File: config.mk
export PLATFORM = sky130hd
export DESIGN_NAME = rgb_to_hsl_flat
export DESIGN_NICKNAME = d
export VERILOG_FILES = /design/src/design/rgbhsl_pkg.sv /design/src/design/rgbhsl_if.sv /design/src/design/rgbhsl_front.sv /design/src/design/rgbhsl_div_cell.sv /design/src/design/rgbhsl_back.sv /design/src/design/rgb_to_hsl.sv /design/src/flat_wrapper.sv
export SDC_FILE = /design/constraint.sdc
export NUM_CORES = 1
export LEC_CHECK = 0
export ABC_CLOCK_PERIOD_IN_PS = 12700
export BUFFER_PORTS_ARGS = -buffer_cell sky130_fd_sc_hd__buf_2
export CORE_UTILIZATION = 42
export DETAILED_ROUTE_END_ITERATION = 8
export RECOVER_POWER = 100
export SYNTH_ARGS = -nofsm -noshare
export SYNTH_HDL_FRONTEND = slang
export SYNTH_SLANG_ARGS = --single-unit
File: constraint.sdc
create_clock -name clk -period 12.7 [get_ports clk]
set_input_delay 1.905 -clock clk [delete_from_list [all_inputs] [get_ports clk]]
set_output_delay 1.905 -clock clk [all_outputs]
set_load 0.05 [all_outputs]
File: src/design/rgbhsl_pkg.sv
`timescale 1ns / 1ps
// ----------------------------------------------------------------------------
// rgbhsl_pkg
// Shared constants, types and helpers for the RGB to HSL converter.
// ----------------------------------------------------------------------------
package rgbhsl_pkg;

  localparam int unsigned CHANNEL_BITS_DEF  = 8;
  localparam int unsigned SAT_FRAC_BITS_DEF = 12;

  // hue quotient after the 60 degree offset lies in 0..120
  localparam int unsigned HUE_Q_BITS  = 7;
  localparam int unsigned HUE_SCALE   = 120;
  localparam int unsigned HUE_FULL    = 360;
  localparam int unsigned HUE_SUM_BITS = 10;
  localparam int unsigned HUE_BASE_RED   = 300;
  localparam int unsigned HUE_BASE_GREEN = 420;
  localparam int unsigned HUE_BASE_BLUE  = 540;

  typedef enum logic [1:0] {
    SECT_RED,
    SECT_GREEN,
    SECT_BLUE
  } hue_sector_t;

  // number of divider cells: enough quotient bits for both divisions
  function automatic int unsigned chain_len(input int unsigned frac_bits);
    int unsigned n;
    n = frac_bits + 1;
    if (n < HUE_Q_BITS) begin
      n = HUE_Q_BITS;
    end
    return n;
  endfunction

endpackage

File: src/design/rgbhsl_if.sv
`timescale 1ns / 1ps
// ----------------------------------------------------------------------------
// rgbhsl_if
// Valid/ready channels for RGB pixels in and HSL results out.
// ----------------------------------------------------------------------------
interface rgbhsl_pix_if #(
  parameter int unsigned CB = rgbhsl_pkg::CHANNEL_BITS_DEF
) ();
  logic          valid;
  logic          ready;
  logic [CB-1:0] red;
  logic [CB-1:0] green;
  logic [CB-1:0] blue;

  modport source (output valid, output red, output green, output blue, input ready);
  modport sink   (input valid, input red, input green, input blue, output ready);
endinterface

interface rgbhsl_hsl_if #(
  parameter int unsigned CB = rgbhsl_pkg::CHANNEL_BITS_DEF,
  parameter int unsigned F  = rgbhsl_pkg::SAT_FRAC_BITS_DEF
) ();
  logic        valid;
  logic        ready;
  logic [8:0]  hue_degrees;
  logic [F:0]  saturation_frac;
  logic [CB:0] luminance_sum;

  modport source (output valid, output hue_degrees, output saturation_frac,
                  output luminance_sum, input ready);
  modport sink   (input valid, input hue_degrees, input saturation_frac,
                  input luminance_sum, output ready);
endinterface

File: src/design/rgbhsl_front.sv
`timescale 1ns / 1ps
// ----------------------------------------------------------------------------
// rgbhsl_front
// Max/min, sector select and dividend/divisor set-up, registered.
// ----------------------------------------------------------------------------
module rgbhsl_front #(
  parameter int unsigned CB = rgbhsl_pkg::CHANNEL_BITS_DEF,
  parameter int unsigned F  = rgbhsl_pkg::SAT_FRAC_BITS_DEF,
  parameter int unsigned HW = CB + 8,
  parameter int unsigned SW = CB + F + 2,
  parameter int unsigned DW = CB + 1
) (
  input  logic                    clk,
  input  logic                    rst_n,
  rgbhsl_pix_if.sink              pix,
  output logic                    valid_o,
  input  logic                    ready_i,
  output logic [HW-1:0]           hue_rem_o,
  output logic [DW-1:0]           hue_div_o,
  output logic [SW-1:0]           sat_rem_o,
  output logic [DW-1:0]           sat_div_o,
  output logic                    grey_o,
  output rgbhsl_pkg::hue_sector_t sector_o,
  output logic [CB:0]             lum_o
);

  logic                    valid_r;
  logic [HW-1:0]           hue_rem_r;
  logic [DW-1:0]           hue_div_r;
  logic [SW-1:0]           sat_rem_r;
  logic [DW-1:0]           sat_div_r;
  logic                    grey_r;
  rgbhsl_pkg::hue_sector_t sector_r;
  logic [CB:0]             lum_r;

  rgbhsl_pkg::hue_sector_t sector_nxt;
  logic [CB-1:0] mx, mn, pos, neg, d;
  logic [CB:0]   sum, den, t;
  logic [CB+1:0] t_wide;
  logic [CB:0]   chan_max2;

  assign pix.ready = !valid_r || ready_i;

  always_comb begin
    if (pix.red >= pix.green && pix.red >= pix.blue) begin
      sector_nxt = rgbhsl_pkg::SECT_RED;
    end else if (pix.green >= pix.blue) begin
      sector_nxt = rgbhsl_pkg::SECT_GREEN;
    end else begin
      sector_nxt = rgbhsl_pkg::SECT_BLUE;
    end
    mn = pix.red;
    if (pix.green < mn) mn = pix.green;
    if (pix.blue < mn) mn = pix.blue;
    case (sector_nxt)
      rgbhsl_pkg::SECT_RED: begin
        mx = pix.red;   pos = pix.green; neg = pix.blue;
      end
      rgbhsl_pkg::SECT_GREEN: begin
        mx = pix.green; pos = pix.blue;  neg = pix.red;
      end
      default: begin
        mx = pix.blue;  pos = pix.red;   neg = pix.green;
      end
    endcase
    d   = mx - mn;
    sum = {1'b0, mx} + {1'b0, mn};
    // pos - neg + d, always within 0..2d
    t_wide = (CB+2)'(pos) + (CB+2)'(mx) - (CB+2)'(neg) - (CB+2)'(mn);
    t      = t_wide[CB:0];
    chan_max2 = {{CB{1'b1}}, 1'b0};
    den = (sum <= {1'b0, {CB{1'b1}}}) ? sum : chan_max2 - sum;
  end

  always_ff @(posedge clk) begin
    if (!rst_n) begin
      valid_r <= 1'b0;
    end else if (pix.ready) begin
      valid_r <= pix.valid;
    end
  end

  always_ff @(posedge clk) begin
    if (pix.valid && pix.ready) begin
      hue_rem_r <= HW'(t) * HW'(rgbhsl_pkg::HUE_SCALE) + HW'(d);
      hue_div_r <= {d, 1'b0};
      sat_rem_r <= (SW'(d) << (F + 1)) + SW'(den);
      sat_div_r <= {den[CB-1:0], 1'b0};
      grey_r    <= (d == '0);
      sector_r  <= sector_nxt;
      lum_r     <= sum;
    end
  end

  assign valid_o   = valid_r;
  assign hue_rem_o = hue_rem_r;
  assign hue_div_o = hue_div_r;
  assign sat_rem_o = sat_rem_r;
  assign sat_div_o = sat_div_r;
  assign grey_o    = grey_r;
  assign sector_o  = sector_r;
  assign lum_o     = lum_r;

endmodule

File: src/design/rgbhsl_div_cell.sv
`timescale 1ns / 1ps
// ----------------------------------------------------------------------------
// rgbhsl_div_cell
// One restoring-division step for hue and saturation, with its own register.
// ----------------------------------------------------------------------------
module rgbhsl_div_cell #(
  parameter int unsigned CB = rgbhsl_pkg::CHANNEL_BITS_DEF,
  parameter int unsigned HW = CB + 8,
  parameter int unsigned SW = CB + 14,
  parameter int unsigned DW = CB + 1,
  parameter int unsigned L  = rgbhsl_pkg::HUE_Q_BITS,
  parameter int unsigned K  = 0
) (
  input  logic                    clk,
  input  logic                    rst_n,
  input  logic                    valid_i,
  output logic                    ready_o,
  output logic                    valid_o,
  input  logic                    ready_i,
  input  logic [HW-1:0]           hue_rem_i,
  input  logic [DW-1:0]           hue_div_i,
  input  logic [L-1:0]            hue_q_i,
  input  logic [SW-1:0]           sat_rem_i,
  input  logic [DW-1:0]           sat_div_i,
  input  logic [L-1:0]            sat_q_i,
  input  logic                    grey_i,
  input  rgbhsl_pkg::hue_sector_t sector_i,
  input  logic [CB:0]             lum_i,
  output logic [HW-1:0]           hue_rem_o,
  output logic [DW-1:0]           hue_div_o,
  output logic [L-1:0]            hue_q_o,
  output logic [SW-1:0]           sat_rem_o,
  output logic [DW-1:0]           sat_div_o,
  output logic [L-1:0]            sat_q_o,
  output logic                    grey_o,
  output rgbhsl_pkg::hue_sector_t sector_o,
  output logic [CB:0]             lum_o
);

  localparam int unsigned HEW = HW + DW + L;
  localparam int unsigned SEW = SW + DW + L;

  logic                    valid_r;
  logic [HW-1:0]           hue_rem_r, hue_rem_nxt;
  logic [DW-1:0]           hue_div_r;
  logic [L-1:0]            hue_q_r, hue_q_nxt;
  logic [SW-1:0]           sat_rem_r, sat_rem_nxt;
  logic [DW-1:0]           sat_div_r;
  logic [L-1:0]            sat_q_r, sat_q_nxt;
  logic                    grey_r;
  rgbhsl_pkg::hue_sector_t sector_r;
  logic [CB:0]             lum_r;

  logic [HEW-1:0] h_shift, h_ext;
  logic [SEW-1:0] s_shift, s_ext;

  assign ready_o = !valid_r || ready_i;

  always_comb begin
    h_ext   = HEW'(hue_rem_i);
    h_shift = HEW'(hue_div_i) << K;
    s_ext   = SEW'(sat_rem_i);
    s_shift = SEW'(sat_div_i) << K;
    hue_rem_nxt = hue_rem_i;
    hue_q_nxt   = hue_q_i;
    sat_rem_nxt = sat_rem_i;
    sat_q_nxt   = sat_q_i;
    if (h_ext >= h_shift) begin
      hue_rem_nxt = HW'(h_ext - h_shift);
      hue_q_nxt   = hue_q_i | (L'(1) << K);
    end
    if (s_ext >= s_shift) begin
      sat_rem_nxt = SW'(s_ext - s_shift);
      sat_q_nxt   = sat_q_i | (L'(1) << K);
    end
  end

  always_ff @(posedge clk) begin
    if (!rst_n) begin
      valid_r <= 1'b0;
    end else if (ready_o) begin
      valid_r <= valid_i;
    end
  end

  always_ff @(posedge clk) begin
    if (valid_i && ready_o) begin
      hue_rem_r <= hue_rem_nxt;
      hue_div_r <= hue_div_i;
      hue_q_r   <= hue_q_nxt;
      sat_rem_r <= sat_rem_nxt;
      sat_div_r <= sat_div_i;
      sat_q_r   <= sat_q_nxt;
      grey_r    <= grey_i;
      sector_r  <= sector_i;
      lum_r     <= lum_i;
    end
  end

  assign valid_o   = valid_r;
  assign hue_rem_o = hue_rem_r;
  assign hue_div_o = hue_div_r;
  assign hue_q_o   = hue_q_r;
  assign sat_rem_o = sat_rem_r;
  assign sat_div_o = sat_div_r;
  assign sat_q_o   = sat_q_r;
  assign grey_o    = grey_r;
  assign sector_o  = sector_r;
  assign lum_o     = lum_r;

endmodule

File: src/design/rgbhsl_back.sv
`timescale 1ns / 1ps
// ----------------------------------------------------------------------------
// rgbhsl_back
// Hue base add and wrap, grey override, output register.
// ----------------------------------------------------------------------------
module rgbhsl_back #(
  parameter int unsigned CB = rgbhsl_pkg::CHANNEL_BITS_DEF,
  parameter int unsigned F  = rgbhsl_pkg::SAT_FRAC_BITS_DEF,
  parameter int unsigned L  = rgbhsl_pkg::HUE_Q_BITS
) (
  input  logic                    clk,
  input  logic                    rst_n,
  input  logic                    valid_i,
  output logic                    ready_o,
  input  logic [L-1:0]            hue_q_i,
  input  logic [L-1:0]            sat_q_i,
  input  logic                    grey_i,
  input  rgbhsl_pkg::hue_sector_t sector_i,
  input  logic [CB:0]             lum_i,
  rgbhsl_hsl_if.source            res
);

  localparam int unsigned HS = rgbhsl_pkg::HUE_SUM_BITS;

  logic        valid_r;
  logic [8:0]  hue_r, hue_nxt;
  logic [F:0]  sat_r, sat_nxt;
  logic [CB:0] lum_r;
  logic [HS-1:0] base, hsum;

  assign ready_o = !valid_r || res.ready;

  always_comb begin
    case (sector_i)
      rgbhsl_pkg::SECT_RED:   base = HS'(rgbhsl_pkg::HUE_BASE_RED);
      rgbhsl_pkg::SECT_GREEN: base = HS'(rgbhsl_pkg::HUE_BASE_GREEN);
      default:                base = HS'(rgbhsl_pkg::HUE_BASE_BLUE);
    endcase
    hsum = base + HS'(hue_q_i[rgbhsl_pkg::HUE_Q_BITS-1:0]);
    // sum is below 720, one wrap is enough
    if (hsum >= HS'(rgbhsl_pkg::HUE_FULL)) begin
      hsum = hsum - HS'(rgbhsl_pkg::HUE_FULL);
    end
    hue_nxt = grey_i ? '0 : hsum[8:0];
    sat_nxt = grey_i ? '0 : sat_q_i[F:0];
  end

  always_ff @(posedge clk) begin
    if (!rst_n) begin
      valid_r <= 1'b0;
    end else if (ready_o) begin
      valid_r <= valid_i;
    end
  end

  always_ff @(posedge clk) begin
    if (valid_i && ready_o) begin
      hue_r <= hue_nxt;
      sat_r <= sat_nxt;
      lum_r <= lum_i;
    end
  end

  assign res.valid           = valid_r;
  assign res.hue_degrees     = hue_r;
  assign res.saturation_frac = sat_r;
  assign res.luminance_sum   = lum_r;

  a_hue_range: assert property (@(posedge clk) disable iff (!rst_n)
    valid_r |-> (hue_r < 9'(rgbhsl_pkg::HUE_FULL)))
    else $error("hue out of range");

  a_sat_range: assert property (@(posedge clk) disable iff (!rst_n)
    valid_r |-> (sat_r <= ((F+1)'(1) << F)))
    else $error("saturation above one");

  a_black: assert property (@(posedge clk) disable iff (!rst_n)
    (valid_r && lum_r == '0) |-> (sat_r == '0 && hue_r == '0))
    else $error("black pixel with colour");

  a_white: assert property (@(posedge clk) disable iff (!rst_n)
    (valid_r && lum_r == {{CB{1'b1}}, 1'b0}) |-> (sat_r == '0 && hue_r == '0))
    else $error("white pixel with colour");

endmodule

File: src/design/rgb_to_hsl.sv
`timescale 1ns / 1ps
// ----------------------------------------------------------------------------
// rgb_to_hsl
// Pipelined RGB to HSL pixel converter.
// ----------------------------------------------------------------------------
// Usage:
//   in_pix carries one RGB pixel per transfer (valid/ready). out_hsl returns
//   hue in whole degrees (0..359), saturation as a fraction of
//   2^SAT_FRAC_BITS and max+min as luminance, one result per pixel, in order.
//   A set-up register computes max, min and the two dividends, then a row of
//   L = max(7, SAT_FRAC_BITS+1) division cells produces one quotient bit of
//   both hue and saturation each, then an output register adds the hue base
//   and wraps at 360.
//   The path runs through L + 2 register stages. Throughput: one pixel per
//   cycle while out_hsl.ready stays high; the cell row sets the depth.
//   Each stage has its own ready, so bubbles are squeezed out while the
//   receiver stalls and the row keeps filling until every stage holds a
//   pixel; then in_pix.ready drops.
//   Reset (rst_n low, synchronous) empties every stage; pixels in flight
//   are dropped and none is kept after it.
// ----------------------------------------------------------------------------
module rgb_to_hsl #(
  parameter int unsigned CHANNEL_BITS  = rgbhsl_pkg::CHANNEL_BITS_DEF,
  parameter int unsigned SAT_FRAC_BITS = rgbhsl_pkg::SAT_FRAC_BITS_DEF
) (
  input  logic         clk,
  input  logic         rst_n,
  rgbhsl_pix_if.sink   in_pix,
  rgbhsl_hsl_if.source out_hsl
);

  localparam int unsigned CB = CHANNEL_BITS;
  localparam int unsigned F  = SAT_FRAC_BITS;
  localparam int unsigned HW = CB + 8;
  localparam int unsigned SW = CB + F + 2;
  localparam int unsigned DW = CB + 1;
  localparam int unsigned L  = rgbhsl_pkg::chain_len(F);

  logic                    c_valid  [0:L];
  logic                    c_ready  [0:L];
  logic [HW-1:0]           c_hrem   [0:L];
  logic [DW-1:0]           c_hdiv   [0:L];
  logic [L-1:0]            c_hq     [0:L];
  logic [SW-1:0]           c_srem   [0:L];
  logic [DW-1:0]           c_sdiv   [0:L];
  logic [L-1:0]            c_sq     [0:L];
  logic                    c_grey   [0:L];
  rgbhsl_pkg::hue_sector_t c_sector [0:L];
  logic [CB:0]             c_lum    [0:L];

  assign c_hq[0] = '0;
  assign c_sq[0] = '0;

  rgbhsl_front #(.CB(CB), .F(F), .HW(HW), .SW(SW), .DW(DW)) u_front (
    .clk       (clk),
    .rst_n     (rst_n),
    .pix       (in_pix),
    .valid_o   (c_valid[0]),
    .ready_i   (c_ready[0]),
    .hue_rem_o (c_hrem[0]),
    .hue_div_o (c_hdiv[0]),
    .sat_rem_o (c_srem[0]),
    .sat_div_o (c_sdiv[0]),
    .grey_o    (c_grey[0]),
    .sector_o  (c_sector[0]),
    .lum_o     (c_lum[0])
  );

  for (genvar i = 0; i < L; i++) begin : g_cell
    rgbhsl_div_cell #(
      .CB(CB), .HW(HW), .SW(SW), .DW(DW), .L(L), .K(L - 1 - i)
    ) u_cell (
      .clk       (clk),
      .rst_n     (rst_n),
      .valid_i   (c_valid[i]),
      .ready_o   (c_ready[i]),
      .valid_o   (c_valid[i+1]),
      .ready_i   (c_ready[i+1]),
      .hue_rem_i (c_hrem[i]),
      .hue_div_i (c_hdiv[i]),
      .hue_q_i   (c_hq[i]),
      .sat_rem_i (c_srem[i]),
      .sat_div_i (c_sdiv[i]),
      .sat_q_i   (c_sq[i]),
      .grey_i    (c_grey[i]),
      .sector_i  (c_sector[i]),
      .lum_i     (c_lum[i]),
      .hue_rem_o (c_hrem[i+1]),
      .hue_div_o (c_hdiv[i+1]),
      .hue_q_o   (c_hq[i+1]),
      .sat_rem_o (c_srem[i+1]),
      .sat_div_o (c_sdiv[i+1]),
      .sat_q_o   (c_sq[i+1]),
      .grey_o    (c_grey[i+1]),
      .sector_o  (c_sector[i+1]),
      .lum_o     (c_lum[i+1])
    );
  end

  rgbhsl_back #(.CB(CB), .F(F), .L(L)) u_back (
    .clk      (clk),
    .rst_n    (rst_n),
    .valid_i  (c_valid[L]),
    .ready_o  (c_ready[L]),
    .hue_q_i  (c_hq[L]),
    .sat_q_i  (c_sq[L]),
    .grey_i   (c_grey[L]),
    .sector_i (c_sector[L]),
    .lum_i    (c_lum[L]),
    .res      (out_hsl)
  );

endmodule

File: src/flat_wrapper.sv
// flat-port wrapper written by rule: the top's interface ports become plain ports
module rgb_to_hsl_flat 
#(
  parameter int unsigned CHANNEL_BITS  = rgbhsl_pkg::CHANNEL_BITS_DEF,
  parameter int unsigned SAT_FRAC_BITS = rgbhsl_pkg::SAT_FRAC_BITS_DEF
)
  (clk, rst_n, in_pix_valid, in_pix_red, in_pix_green, in_pix_blue, in_pix_ready, out_hsl_valid, out_hsl_hue_degrees, out_hsl_saturation_frac, out_hsl_luminance_sum, out_hsl_ready);
  rgbhsl_pix_if #(.CB((rgbhsl_pkg::CHANNEL_BITS_DEF))) in_pix_i ();
  rgbhsl_hsl_if #(.CB((rgbhsl_pkg::CHANNEL_BITS_DEF)), .F((rgbhsl_pkg::SAT_FRAC_BITS_DEF))) out_hsl_i ();
  input  logic clk;
  input  logic rst_n;
  input wire logic [$bits(in_pix_i.valid)-1:0] in_pix_valid;
  input wire logic [$bits(in_pix_i.red)-1:0] in_pix_red;
  input wire logic [$bits(in_pix_i.green)-1:0] in_pix_green;
  input wire logic [$bits(in_pix_i.blue)-1:0] in_pix_blue;
  output wire logic [$bits(in_pix_i.ready)-1:0] in_pix_ready;
  output wire logic [$bits(out_hsl_i.valid)-1:0] out_hsl_valid;
  output wire logic [$bits(out_hsl_i.hue_degrees)-1:0] out_hsl_hue_degrees;
  output wire logic [$bits(out_hsl_i.saturation_frac)-1:0] out_hsl_saturation_frac;
  output wire logic [$bits(out_hsl_i.luminance_sum)-1:0] out_hsl_luminance_sum;
  input wire logic [$bits(out_hsl_i.ready)-1:0] out_hsl_ready;
  assign in_pix_i.valid = in_pix_valid;
  assign in_pix_i.red = in_pix_red;
  assign in_pix_i.green = in_pix_green;
  assign in_pix_i.blue = in_pix_blue;
  assign in_pix_ready = in_pix_i.ready;
  assign out_hsl_valid = out_hsl_i.valid;
  assign out_hsl_hue_degrees = out_hsl_i.hue_degrees;
  assign out_hsl_saturation_frac = out_hsl_i.saturation_frac;
  assign out_hsl_luminance_sum = out_hsl_i.luminance_sum;
  assign out_hsl_i.ready = out_hsl_ready;
  rgb_to_hsl #(.CHANNEL_BITS(CHANNEL_BITS), .SAT_FRAC_BITS(SAT_FRAC_BITS)) u_core (.clk(clk), .rst_n(rst_n), .in_pix(in_pix_i), .out_hsl(out_hsl_i));
endmodule
; ---- Word level (Yosys, flattened, before mapping)
; Index checks and enable logic that the tools add are counted.
[totals]
reg_bits = 1155
out_inout_bits = 33
[op_classes]
addsub = 34
multipliers = 1
n_lt_le_gt_ge = 33
eq_ne = 2
mux = 35
reduce_logical = 49
[op_table]
columns = operator, n
row1 = two-way mux 22 bit, 12
row2 = two-way mux 16 bit, 12
row3 = subtractor 16 bit, 6
row4 = case mux 8 bit (2 select lines), 3
row5 = >= comparator 8 bit, 3
row6 = adder 21 x 9 -> 22 bit, 1
row7 = >= comparator 22 x 10 -> 1 bit, 1
row8 = >= comparator 22 x 11 -> 1 bit, 1
row9 = >= comparator 22 x 12 -> 1 bit, 1
row10 = >= comparator 22 x 13 -> 1 bit, 1
row11 = >= comparator 22 x 14 -> 1 bit, 1
row12 = >= comparator 22 x 15 -> 1 bit, 1
row13 = >= comparator 22 x 16 -> 1 bit, 1
row14 = >= comparator 22 x 17 -> 1 bit, 1
row15 = >= comparator 22 x 18 -> 1 bit, 1
row16 = >= comparator 22 x 19 -> 1 bit, 1
row17 = >= comparator 22 x 20 -> 1 bit, 1
row18 = >= comparator 22 x 21 -> 1 bit, 1
row19 = >= comparator 22 x 9 -> 1 bit, 1
row20 = subtractor 22 x 10 -> 22 bit, 1
row21 = subtractor 22 x 11 -> 22 bit, 1
row22 = subtractor 22 x 12 -> 22 bit, 1
row23 = subtractor 22 x 13 -> 22 bit, 1
row24 = subtractor 22 x 14 -> 22 bit, 1
row25 = other kinds (48), 99

; ---- Longest topological paths before layout
[depth]
depth_word = 17
mapped_depth = 40

; ---- By module
; A second synthesis with hierarchy kept.
[hier_totals]
hier_cells = 4353
area_unflattened_um2 = 61138.6
[by_module_without_submodules]
columns = mod, n_inst, cells_each, area_per_inst_um2, seq_area_each_um2
row1 = rgbhsl_front, 1, 578, 5688.0, 1221.2
row2 = rgbhsl_div_cell at u_core.g_cell[11].u_cell, 1, 337, 4445.5, 2842.7
row3 = rgbhsl_div_cell at u_core.g_cell[12].u_cell, 1, 334, 4421.7, 2842.7
row4 = rgbhsl_div_cell at u_core.g_cell[10].u_cell, 1, 316, 4320.4, 2842.7
row5 = rgbhsl_div_cell at u_core.g_cell[5].u_cell, 1, 281, 4254.1, 2842.7
row6 = rgbhsl_div_cell at u_core.g_cell[8].u_cell, 1, 298, 4247.8, 2842.7
row7 = rgbhsl_div_cell at u_core.g_cell[7].u_cell, 1, 290, 4232.8, 2842.7
row8 = rgbhsl_div_cell at u_core.g_cell[6].u_cell, 1, 299, 4225.3, 2842.7
row9 = rgbhsl_div_cell at u_core.g_cell[9].u_cell, 1, 295, 4219.0, 2842.7
row10 = rgbhsl_div_cell at u_core.g_cell[4].u_cell, 1, 278, 4061.4, 2842.7
row11 = rgbhsl_div_cell at u_core.g_cell[3].u_cell, 1, 255, 3926.3, 2842.7
row12 = rgbhsl_div_cell at u_core.g_cell[2].u_cell, 1, 239, 3895.0, 2842.7
row13 = rgbhsl_div_cell at u_core.g_cell[1].u_cell, 1, 216, 3858.7, 2842.7
row14 = rgbhsl_div_cell at u_core.g_cell[0].u_cell, 1, 212, 3748.6, 2842.7
row15 = +2 rows, n/a, n/a, n/a, n/a

; ---- Least setup slack after synthesis
; No wires, ideal clock.
[synth_path]
path_kind = in2reg
startpoint = input port in_pix_green[7]
endpoint = register u_core.u_front.hue_rem_r[14] (netlist: u_core.u_front.hue_rem_o[14]) (data pin)
arrival_ns = 10.378
required_time_ns = 12.438
path_slack_ns = 2.061
path_stages = 34
n_path_buf = 2
cell_sequence = inv_1 > ha_1 > and4_1 > clkbuf_1 > o21ai_0 > a22oi_1 > mux2i_1 > ha_1 > a21oi_1 > a31oi_1 > a211oi_1 > o41ai_2 > clkbuf_1 > o21a_1 > ha_1 > inv_1 > fa_1 > ha_1 > a21o_1 > a21oi_1 > o21ai_0 > a21oi_1 > xor2_1 > xnor2_1 > xnor2_1 > fa_1 > inv_1 > ha_1 > or4b_2 > and3_1 > nand3b_1 > nor3_1 > nand3_1 > xnor2_1
[synth_via]
elab_chain_len = 10
elab_cells_between_ends = 20
classes_between = 5 x add/sub / 1 x mul / 4 x order compare / 1 x eq/ne / 7 x mux / 2 x reduce/logical
[synth_rtl]
columns = item, line_no
row1 = from (decl), flat_wrapper.sv:14  ; input wire logic [$bits(in_pix_i.green)-1:0] in_pix_green;
row2 = ">= comparator 8 bit, on equally long branches", "rgbhsl_front.sv:47, rgbhsl_front.sv:45"
row3 = two-way mux 2 bit / logical AND 1 bit (equally long branches), "rgbhsl_front.sv:47, rgbhsl_front.sv:45"
row4 = two-way mux 2 bit, rgbhsl_front.sv:45  ; if (pix.red >= pix.green && pix.red >= pix.blue) begin
row5 = equality test 2 x 1 -> 1 bit / logical NOT 2 bit (equally long branches), rgbhsl_front.sv:55  ; case (sector_nxt)
row6 = case mux 8 bit (2 select lines), rgbhsl_front.sv:55
row7 = adder 8 x 8 -> 9 bit, rgbhsl_front.sv:69  ; t_wide = (CB+2)'(pos) + (CB+2)'(mx) - (CB+2)'(neg) - (CB+2)'(mn);
row8 = subtractor 9 x 8 -> 9 bit (2 in a row), rgbhsl_front.sv:69
row9 = multiplier 9 x 4 -> 13 bit, rgbhsl_front.sv:85  ; hue_rem_r <= HW'(t) * HW'(rgbhsl_pkg::HUE_SCALE) + HW'(d);
row10 = adder 16 x 8 -> 16 bit *, rgbhsl_front.sv:85
row11 = to (signal assigned), rgbhsl_front.sv:85
row12 = to (decl), rgbhsl_front.sv:28  ; logic [HW-1:0] hue_rem_r;
; Mark *: on every way between the ends. The rest lies on a longest branch, timed or not.
; A chain may end at the register's enable or synchronous reset.

; ---- Final worst setup path
[layout_path]
startpoint = input port in_pix_green[3]
endpoint = register u_core.u_front.hue_rem_r[14] (netlist: u_core.u_front.hue_rem_o[14]) (data pin)
; The elaborated chain is that of the path after synthesis.

==> impl_metrics.env <==
export IMPL_status="complete, but fails checks"
export IMPL_violations="design-rule violations, max-capacitance violations, max-slew violations"
export IMPL_route_antenna_remaining_nets=0
export IMPL_slew_violations=925
export IMPL_area_growth_pct=10.9
export IMPL_post_drt_wl_per_cell_um=15.2
export IMPL_syn_inst=3446
export IMPL_min_from="u_core.g_cell[6].u_cell.lum_o[6]"
export IMPL_postCtsSetupBuffers=0
export IMPL_crit_path_top_delay_cell="o41ai_4"
export IMPL_clk_insertion_delay_late_ns=0.65
export IMPL_rsz0062_at_grt="false"
export IMPL_cts_clk_slew_worst_paths_ns=0.06
export IMPL_yosys_cell_types_count=75
export IMPL_syn_num_nets=3798
export IMPL_end_kind="register"
export IMPL_arrival_ns=11.48
export IMPL_final_area_um2=48600
export IMPL_fin_crit_sh_pct=87.4
export IMPL_clockBufferDepth=3
export IMPL_fin_ws_ns=1.60
export IMPL_clock_sinks=878
export IMPL_initial_core_util_pct=42.3
export IMPL_die_area_um2=106000
export IMPL_die_w_um=325
export IMPL_antenna_found_initial=0
export IMPL_cts_tree="done"
export IMPL_slowest_delay_ns=0.89
export IMPL_synth_seq_cells=878
export IMPL_track_usage_pct=14.4
export IMPL_vias_per_cell=5.06
export IMPL_htreeDepth=3
export IMPL_place_ws_ns=1.22
export IMPL_die_y_um=325
export IMPL_ios=61
export IMPL_core_area_um2=103000
export IMPL_cts_root_buf="clkbuf_16"
export IMPL_synth_ff_type="edfxtp_1"
export IMPL_cap_violations=21
export IMPL_grt_pass1_wl_um=125000
export IMPL_finalHoldViolCount=0
export IMPL_finalSetupViolations=0
export IMPL_nNetsFinal=3925
export IMPL_worst_pin_slew_ns=4.60
export IMPL_critPathRequiredTime_ns=13.08
export IMPL_dpl_cell_area_um2=46000
export IMPL_antenna_cells=0
export IMPL_crit_top_cell="inv_1"
export IMPL_syn_avg_cell_area_um2=12.7
export IMPL_crit_start="in_pix_green[3]"
export IMPL_async_reset_ff_share_pct=0
export IMPL_vias=25394
export IMPL_fin_skew_ns=0.0227
export IMPL_crit_type="primary input to register"
export IMPL_port_buffers=60
export IMPL_path_max_fanout=25
export IMPL_multi_input_area_um2=16200
export IMPL_ctsHoldBuffers=0
export IMPL_hold_path_class="register to register"
export IMPL_routabilityCongestion=0.887
export IMPL_finalSetupTns_ns=0
export IMPL_seqCellArea_um2=26200
export IMPL_grt_max_degree=70
export IMPL_fill_cells=9198
export IMPL_netlist_area_um2=43800
export IMPL_drive_gt1_share_pct=6.70
export IMPL_r2r_start="u_core.g_cell[8].u_cell.sat_rem_o[14]"
export IMPL_numCtsBuffers=89
export IMPL_yosysWarningCount=0
export IMPL_fmax_mhz=90.1
export IMPL_dpl_hpwl_um=56700
export IMPL_period_minus_slack_ns=11.10
export IMPL_grt_pass1_vias=25608
export IMPL_maxSlewHeadroom_pct=-215
export IMPL_drcViolationCount=2
export IMPL_drt_wl_total_um=76100
export IMPL_placementRows=118
export IMPL_setup_worst_path_start_class="primary input"
export IMPL_ctsResizeCount=0
export IMPL_drt_iter0_drc=1237
export IMPL_synth_edff_count=863
export IMPL_overflow=0
export IMPL_synth_seq_area_share_pct=59.8
export IMPL_firstDrtPassIters=7
flip-flops by register name, indices dropped and copies added (netlist names), 2 cells and up:
name / flops
u_core.u_front.hue_div_o: 4
u_core.u_back.res.luminance_sum: 9
u_core.u_back.res.hue_degrees: 9
u_core.g_cell.u_cell.sat_rem_o: 219
u_core.u_back.res.saturation_frac: 13
u_core.g_cell.u_cell.hue_q_o: 28
u_core.g_cell.u_cell.sat_q_o: 91
u_core.g_cell.u_cell.valid_o: 13
u_core.u_front.sat_rem_o: 3
u_core.u_front.sat_div_o: 6
u_core.g_cell.u_cell.sat_div_o: 51
u_core.u_front.hue_rem_o: 16
u_core.g_cell.u_cell.sector_o: 26
u_core.g_cell.u_cell.grey_o: 13
u_core.g_cell.u_cell.hue_div_o: 61
u_core.g_cell.u_cell.lum_o: 110
u_core.u_front.lum_o: 9
u_core.g_cell.u_cell.hue_rem_o: 192
u_core.u_front.sector_o: 2
worst paths after layout:
path,end,slack [ns],cells past startpoint
setup / recovery,u_core.u_front.hue_rem_o[14],1.60,39
setup reg to reg,u_core.g_cell[9].u_cell.sat_rem_o[15],6.41,7
hold / removal,u_core.g_cell[7].u_cell.lum_o[6],0.41,0
hold reg to reg,u_core.g_cell[7].u_cell.lum_o[6],0.41,0
per-stage QoR:
| stage | cells | hold WS, ns | utilization (%) |
|---|---|---|---|
| floorplan | 3446 | 0.400 | - |
| global placement | 4862 | 0.400 | 44.4 |
| detailed placement | 4862 | 0.405 | 44.4 |
| CTS | 5022 | 0.403 | 47.2 |
| global route | 5022 | 0.412 | 47.0 |
| finish | 5022 | 0.407 | 47.0 |
kinds of logic after synthesis:
| group | count (synthesis) | synth area share [%] |
|---|---|---|
| compound gates | 637 | 9.17 |
| buf+inv | 398 | 3.43 |
| mux | 105 | 2.57 |
| fa+ha+maj | 326 | 10.2 |
| simple gates | 882 | 10.4 |
| xor+xnor | 220 | 4.40 |
| flops | 878 | 59.8 |
final cells by class:
type	count	area share [%]
sequential	878	53.9
multi-input combinational	2170	33.3
clock buffer	102	4.77
tap	1380	3.55
inverter	352	2.72
clock inverter	58	1.03
timing repair buffer	82	0.731
cell usage after synthesis (all sizes together), types with 45 or more instances:
cell / number / area (um2)
ha: 274 / 3430
a21o: 51 / 383
mux2i: 45 / 450
nand2: 171 / 642
nor2: 224 / 841
fa: 50 / 1000
nor4: 57 / 357
nor3: 77 / 390
a21oi: 178 / 891
o21ai: 172 / 861
inv: 352 / 1320
mux2: 60 / 676
xor2: 98 / 858
o21a: 54 / 405
xnor2: 122 / 1070
edfxtp: 863 / 25900
nor2b: 94 / 588
layout by cell type, fill, tap and decap left out, drive strengths merged, types with 50 or more instances in the layout:
cell type and instances:
a21oi 178, ha 274, fa 50, o21ai 172, nor4 57, clkbuf 154, nor2b 94, edfxtp 863
xnor2 122, o21a 54, nor3 77, inv 353, a21o 51, nor2 224, mux2 60, xor2 98
nand2 171
metal layers:
layer  GRT usage, %  vias up  share of wire (%)
met4           6.15        0                3.4
li1               -    12931                  -
met2           27.2      338                 53
met5              0        -                  0
met1           16.1    11978                 41
met3           1.85      147                2.7
critical path, delay by kind of cell:
family / cells / cell delay, ns
adder cells (fa/ha/maj): 8 / 2.87
AO/OA/AOI/OAI: 10 / 2.50
AND/OR/NAND/NOR: 9 / 2.28
buffers and inverters: 8 / 1.14
XOR/XNOR: 3 / 0.61
multiplexers: 1 / 0.19
Power is not shown: default switching activity piles up to over one toggle a cycle in this logic, so the estimate is an artifact.
